===== config.mk =====
export PLATFORM = sky130hd
export DESIGN_NAME = lz78_cell
export DESIGN_NICKNAME = d
export VERILOG_FILES = /design/src/design/lz78_pkg.sv /design/src/design/lz78_cell.sv
export SDC_FILE = /design/constraint.sdc
export NUM_CORES = 1
export LEC_CHECK = 0
export BUFFER_PORTS_ARGS = -buffer_cell sky130_fd_sc_hd__buf_2
export CAP_MARGIN = 20
export CORE_ASPECT_RATIO = 0.7
export CORE_MARGIN = 4
export CORE_UTILIZATION = 40
export CTS_CLUSTER_DIAMETER = 150
export CTS_CLUSTER_SIZE = 20
export DETAILED_ROUTE_END_ITERATION = 12
export PLACE_DENSITY = 0.59
export SETUP_SLACK_MARGIN = 0.3
export SYNTH_ARGS = -nofsm -noshare
export SYNTH_HDL_FRONTEND = slang
export SYNTH_SLANG_ARGS = --single-unit

===== constraint.sdc =====
create_clock -name aclk -period 5 [get_ports aclk]
set_input_delay 0.5 -clock aclk [delete_from_list [all_inputs] [get_ports aclk]]
set_output_delay 0.5 -clock aclk [all_outputs]
set_load 0.05 [all_outputs]

===== src/design/lz78_pkg.sv =====
// Shared constants and types of the LZ78 encoder.
`timescale 1ns / 1ps

package lz78_pkg;

    // Dictionary geometry: the code space is split across a row of cells
    localparam int DICT_ENTRIES = 4096;
    localparam int CODE_W       = 12;
    localparam int LIMIT_W      = 13;
    localparam int BYTE_W       = 8;
    localparam int KEY_W        = CODE_W + BYTE_W;
    localparam int CELL_BITS    = 6;
    localparam int NUM_CELLS    = 1 << CELL_BITS;
    localparam int ADDR_BITS    = CODE_W - CELL_BITS;
    localparam int CELL_DEPTH   = 1 << ADDR_BITS;

    // Cycles spent after the scan while the match code ripples down the row
    localparam int DRAIN_CYCLES = NUM_CELLS + 2;
    localparam int CNT_W        = 7;

    // Broadcast control from the sequencer to every cell
    typedef struct packed {
        logic                 start;
        logic                 rd_en;
        logic [ADDR_BITS-1:0] rd_addr;
        logic [KEY_W-1:0]     key;
        logic [LIMIT_W-1:0]   next_free;
        logic                 wr_en;
        logic [CODE_W-1:0]    wr_code;
        logic [KEY_W-1:0]     wr_key;
    } cell_ctl_t;

endpackage


===== src/design/lz78_cell.sv =====
// One dictionary cell: a slice of the code space, its compare and a link of the match chain.
`timescale 1ns / 1ps

module lz78_cell (
    input  logic                             aclk,
    input  logic                             aresetn,
    input  logic [lz78_pkg::CELL_BITS-1:0]   cell_id,
    input  lz78_pkg::cell_ctl_t              ctl,
    input  logic [lz78_pkg::CODE_W-1:0]      chain_in,
    output logic [lz78_pkg::CODE_W-1:0]      chain_out
);
    import lz78_pkg::*;

    logic [KEY_W-1:0]     mem [CELL_DEPTH];
    logic [KEY_W-1:0]     rd_data_reg;
    logic [ADDR_BITS-1:0] rd_addr_reg;
    logic                 rd_valid_reg;
    logic                 hit_reg;
    logic [CODE_W-1:0]    hit_code_reg;
    logic [CODE_W-1:0]    chain_reg;
    logic [CODE_W-1:0]    code;
    logic                 match;
    logic                 wr_here;

    // Codes whose low bits name this cell live here
    assign wr_here = ctl.wr_en && (ctl.wr_code[CELL_BITS-1:0] == cell_id);

    // Write one entry, read one entry per cycle
    always_ff @(posedge aclk) begin
        if (wr_here) begin
            mem[ctl.wr_code[CODE_W-1:CELL_BITS]] <= ctl.wr_key;
        end
        if (ctl.rd_en) begin
            rd_data_reg <= mem[ctl.rd_addr];
        end
        rd_addr_reg <= ctl.rd_addr;
    end

    // Only codes 1 .. next_free-1 are live
    assign code  = {rd_addr_reg, cell_id};
    assign match = rd_valid_reg && (code != '0)
                   && ({1'b0, code} < ctl.next_free) && (rd_data_reg == ctl.key);

    // Hold the local hit; merge it into the chain from the left neighbor
    always_ff @(posedge aclk) begin
        if (!aresetn) begin
            rd_valid_reg <= 1'b0;
            hit_reg      <= 1'b0;
            chain_reg    <= '0;
        end else begin
            rd_valid_reg <= ctl.rd_en;
            if (ctl.start) begin
                hit_reg   <= 1'b0;
                chain_reg <= '0;
            end else begin
                if (match) begin
                    hit_reg <= 1'b1;
                end
                chain_reg <= chain_in | (hit_reg ? hit_code_reg : '0);
            end
        end
    end

    // Capture the matching code
    always_ff @(posedge aclk) begin
        if (match) begin
            hit_code_reg <= code;
        end
    end

    assign chain_out = chain_reg;

endmodule


==> results.json <==
{
  "netlist_top_cells_count": "edfxtp_1 (1312), mux4_2 (320), nor2_1 (84)",
  "ant_nets": 0,
  "postSynthAreaPerCell_sq_um": 22.2,
  "vias_per_cell": 5.88,
  "syn2layout_area_growth_pct": 10.6,
  "hold_slack_ns": 0.0709,
  "vdd_drop_max_uv": 242,
  "fin_skew_ns": 0.0361,
  "track_usage_pct": 19.4,
  "grt_max_degree": 92,
  "first_pass_iters": 5,
  "ioPinCount": 106,
  "cp_slowest_cell": "nor3_1",
  "final-seq-area_sq_mm": 0.0398,
  "routed-via-count": 24300,
  "hold_viol_final": 0,
  "critical-path-max-stage-delay_ns": 0.57,
  "hold_path_class": "input port to flip-flop",
  "grt_pass1_wl_mm": 182,
  "clock_latency_ns": 0.70,
  "h-tree-depth": 3,
  "ys_ff_latch": 1332,
  "grt-ovfl-total": 0,
  "ys_seq_area_share_pct": 78.6,
  "synth_top_area_cell": "edfxtp_1",
  "tns_ns": 0,
  "design.die.area_sq_mm": 0.132,
  "port_buffers": 105,
  "cp_top_family": "simple AND/OR/NAND/NOR gates",
  "start_kind": "input port",
  "period_needed_ns": 3.49,
  "fillers": 10417,
  "slew_violations": 0,
  "synth-main-ff-cell": "edfxtp_1",
  "die_h_um": 306,
  "cts-root-buf": "clkbuf_16",
  "gp_congestion": 0.863,
  "synthesis.nets": 2382,
  "rrSetupSlack_ns": 2.50,
  "maxCapViolCount": 0,
  "cts_buffer_depth": 3,
  "path_cells": "dlygate4sd3_1 -> buf_2 -> xnor2_1 -> nand3_1 -> nor3_1 -> buf_4 -> nand3_1 -> nor2_2 -> buf_4",
  "cts_buffers": 76,
  "powerDensity_mw_per_mm2": 352,
  "ys_types": 43,
  "routed_wl_mm": 129,
  "drive_gt1_share_pct": 28.2,
  "layout_worst_path_cycle_share_pct": 69.8,
  "numPlacedInstances": 4025,
  "dr.first_iter.drc_count": 3144,
  "fmax_ghz": 0.287,
  "yosysMostFrequentCell": "edfxtp_1",
  "synth_area_leaders": "edfxtp_1 (78%), mux4_2 (14%), a22oi_1 (1.1%)",
  "fp.dieW_um": 433,
  "grt_pass1_vias": 23992,
  "rsz0062_at_grt": "false",
  "cts_tree": "built",
  "worst_slew_pin_slew_ns": 1.09,
  "drcViolationCount": 0,
  "yosysWarnings": 0,
  "rows": 108,
  "core_area_sq_mm": 0.125,
  "crit_fanout": 16,
  "cp_data_required_time_ns": 5.36,
  "status": "finished clean",
  "routedWlPerCell_um": 31.2,
  "path_clk_slew_ns": 0.09,
  "fin_cells": 4136,
  "cp_num_buf_inv": 4,
  "synth_top_area_share_pct": 77.8,
  "path_class": "input port to flip-flop",
  "max_slew_margin_pct": 27.3,
  "fin_total_pwr_mw": 19.7,
  "p_leak_nw": 17.1,
  "async_reset_ff_share_pct": 0,
  "layout.nets": 2572,
  "end_kind": "flip-flop",
  "antenna_found_initial": 13,
  "synthCells": 2277,
  "start_util_pct": 40.6,
  "netlist_area_sq_mm": 0.0507,
  "cts_resized": 0,
  "cts.sinks": 1332,
  "final-setup-viol-count": 0,
  "hpwl_mm": 79.1,
  "largest_reg_flops": 1280,
  "synth_edf_count": 1312,
  "multiInputGateArea_sq_mm": 0.0103,
  "cp.arrival_ns": 3.85
}
## per-stage QoR
stage / utilization [%] / area [sq um] / setup WS (ns)
6_report: 44.9 / 56000 / 1.51
2_1_floorplan: - / 50700 / 0.860
5_1_grt: 44.9 / 56000 / 1.44
3_3_place_gp: 43.1 / 53800 / 1.35
4_1_cts: 44.8 / 56000 / 1.50
3_5_place_dp: 43.1 / 53800 / 1.24
## worst register-to-register path, delay by kind of cell, from the launching register on
kind,cells,cell delay [ns]
flip-flops,1,0.39
adder cells (fa/ha/maj),1,0.26
AO/OA/AOI/OAI,5,1.24
buffers and inverters,1,0.30
## worst paths after layout
check,cells past startpoint,from,to
min reg2reg,2,hit_code_reg[10],chain_out[10]
max,9,cell_id[4],mem[14][1]
min,1,cell_id[5],hit_code_reg[5]
max reg2reg,7,rd_addr_reg[0],hit_code_reg[2]
## power breakdown
| group | internal, mW | switching (mW) |
|---|---|---|
| clock | 2.84 | 3.48 |
| sequential | 12.3 | 0.0137 |
| combinational | 0.394 | 0.726 |
## logic make-up after synthesis
family / Yosys count / synth area share [%]
xor+xnor: 26 / 0.450
compound gates: 214 / 2.74
mux: 320 / 14.2
fa+ha+maj: 11 / 0.272
simple gates: 239 / 2.39
buf+inv: 135 / 1.36
flops: 1332 / 78.6
## timing repair
item	CTS	global route
hold endpoints to repair	13	0
setup buffers	0	0
hold buffers	13	0
## cells in the final DEF (no fill, tap or decap), drive strengths merged, types with 17 or more instances in the layout
| master | instances |
|---|---|
| clkbuf | 93 |
| nand2 | 23 |
| a22oi | 76 |
| edfxtp | 1312 |
| o22ai | 76 |
| dfxtp | 20 |
| nor3 | 36 |
| nand3 | 17 |
| xnor2 | 23 |
| inv | 17 |
| buf | 219 |
| nor2 | 84 |
| a21oi | 45 |
| mux4 | 320 |
## layer usage
layer | share of wire (%) | GRT usage [%] | up-vias
li1 | - | - | 9952
met1 | 44 | 29.9 | 13143
met2 | 45 | 28.3 | 1057
met3 | 8.3 | 3.97 | 144
met4 | 2.8 | 5.50 | 4
met5 | 0.028 | 0 | -
## final cells by class
| cell class | instances | area share (%) |
|---|---|---|
| flip-flops and latches | 1332 | 71.1 |
| clock buffers | 91 | 3.57 |
| clock inverters | 5 | 0.112 |
| multi-input cells | 810 | 18.5 |
| inverters | 13 | 0.0871 |
| repair buffers | 234 | 3.01 |
| diodes | 1 | 0.00447 |
| well taps | 1650 | 3.69 |
(Power assumes the default switching activity.)
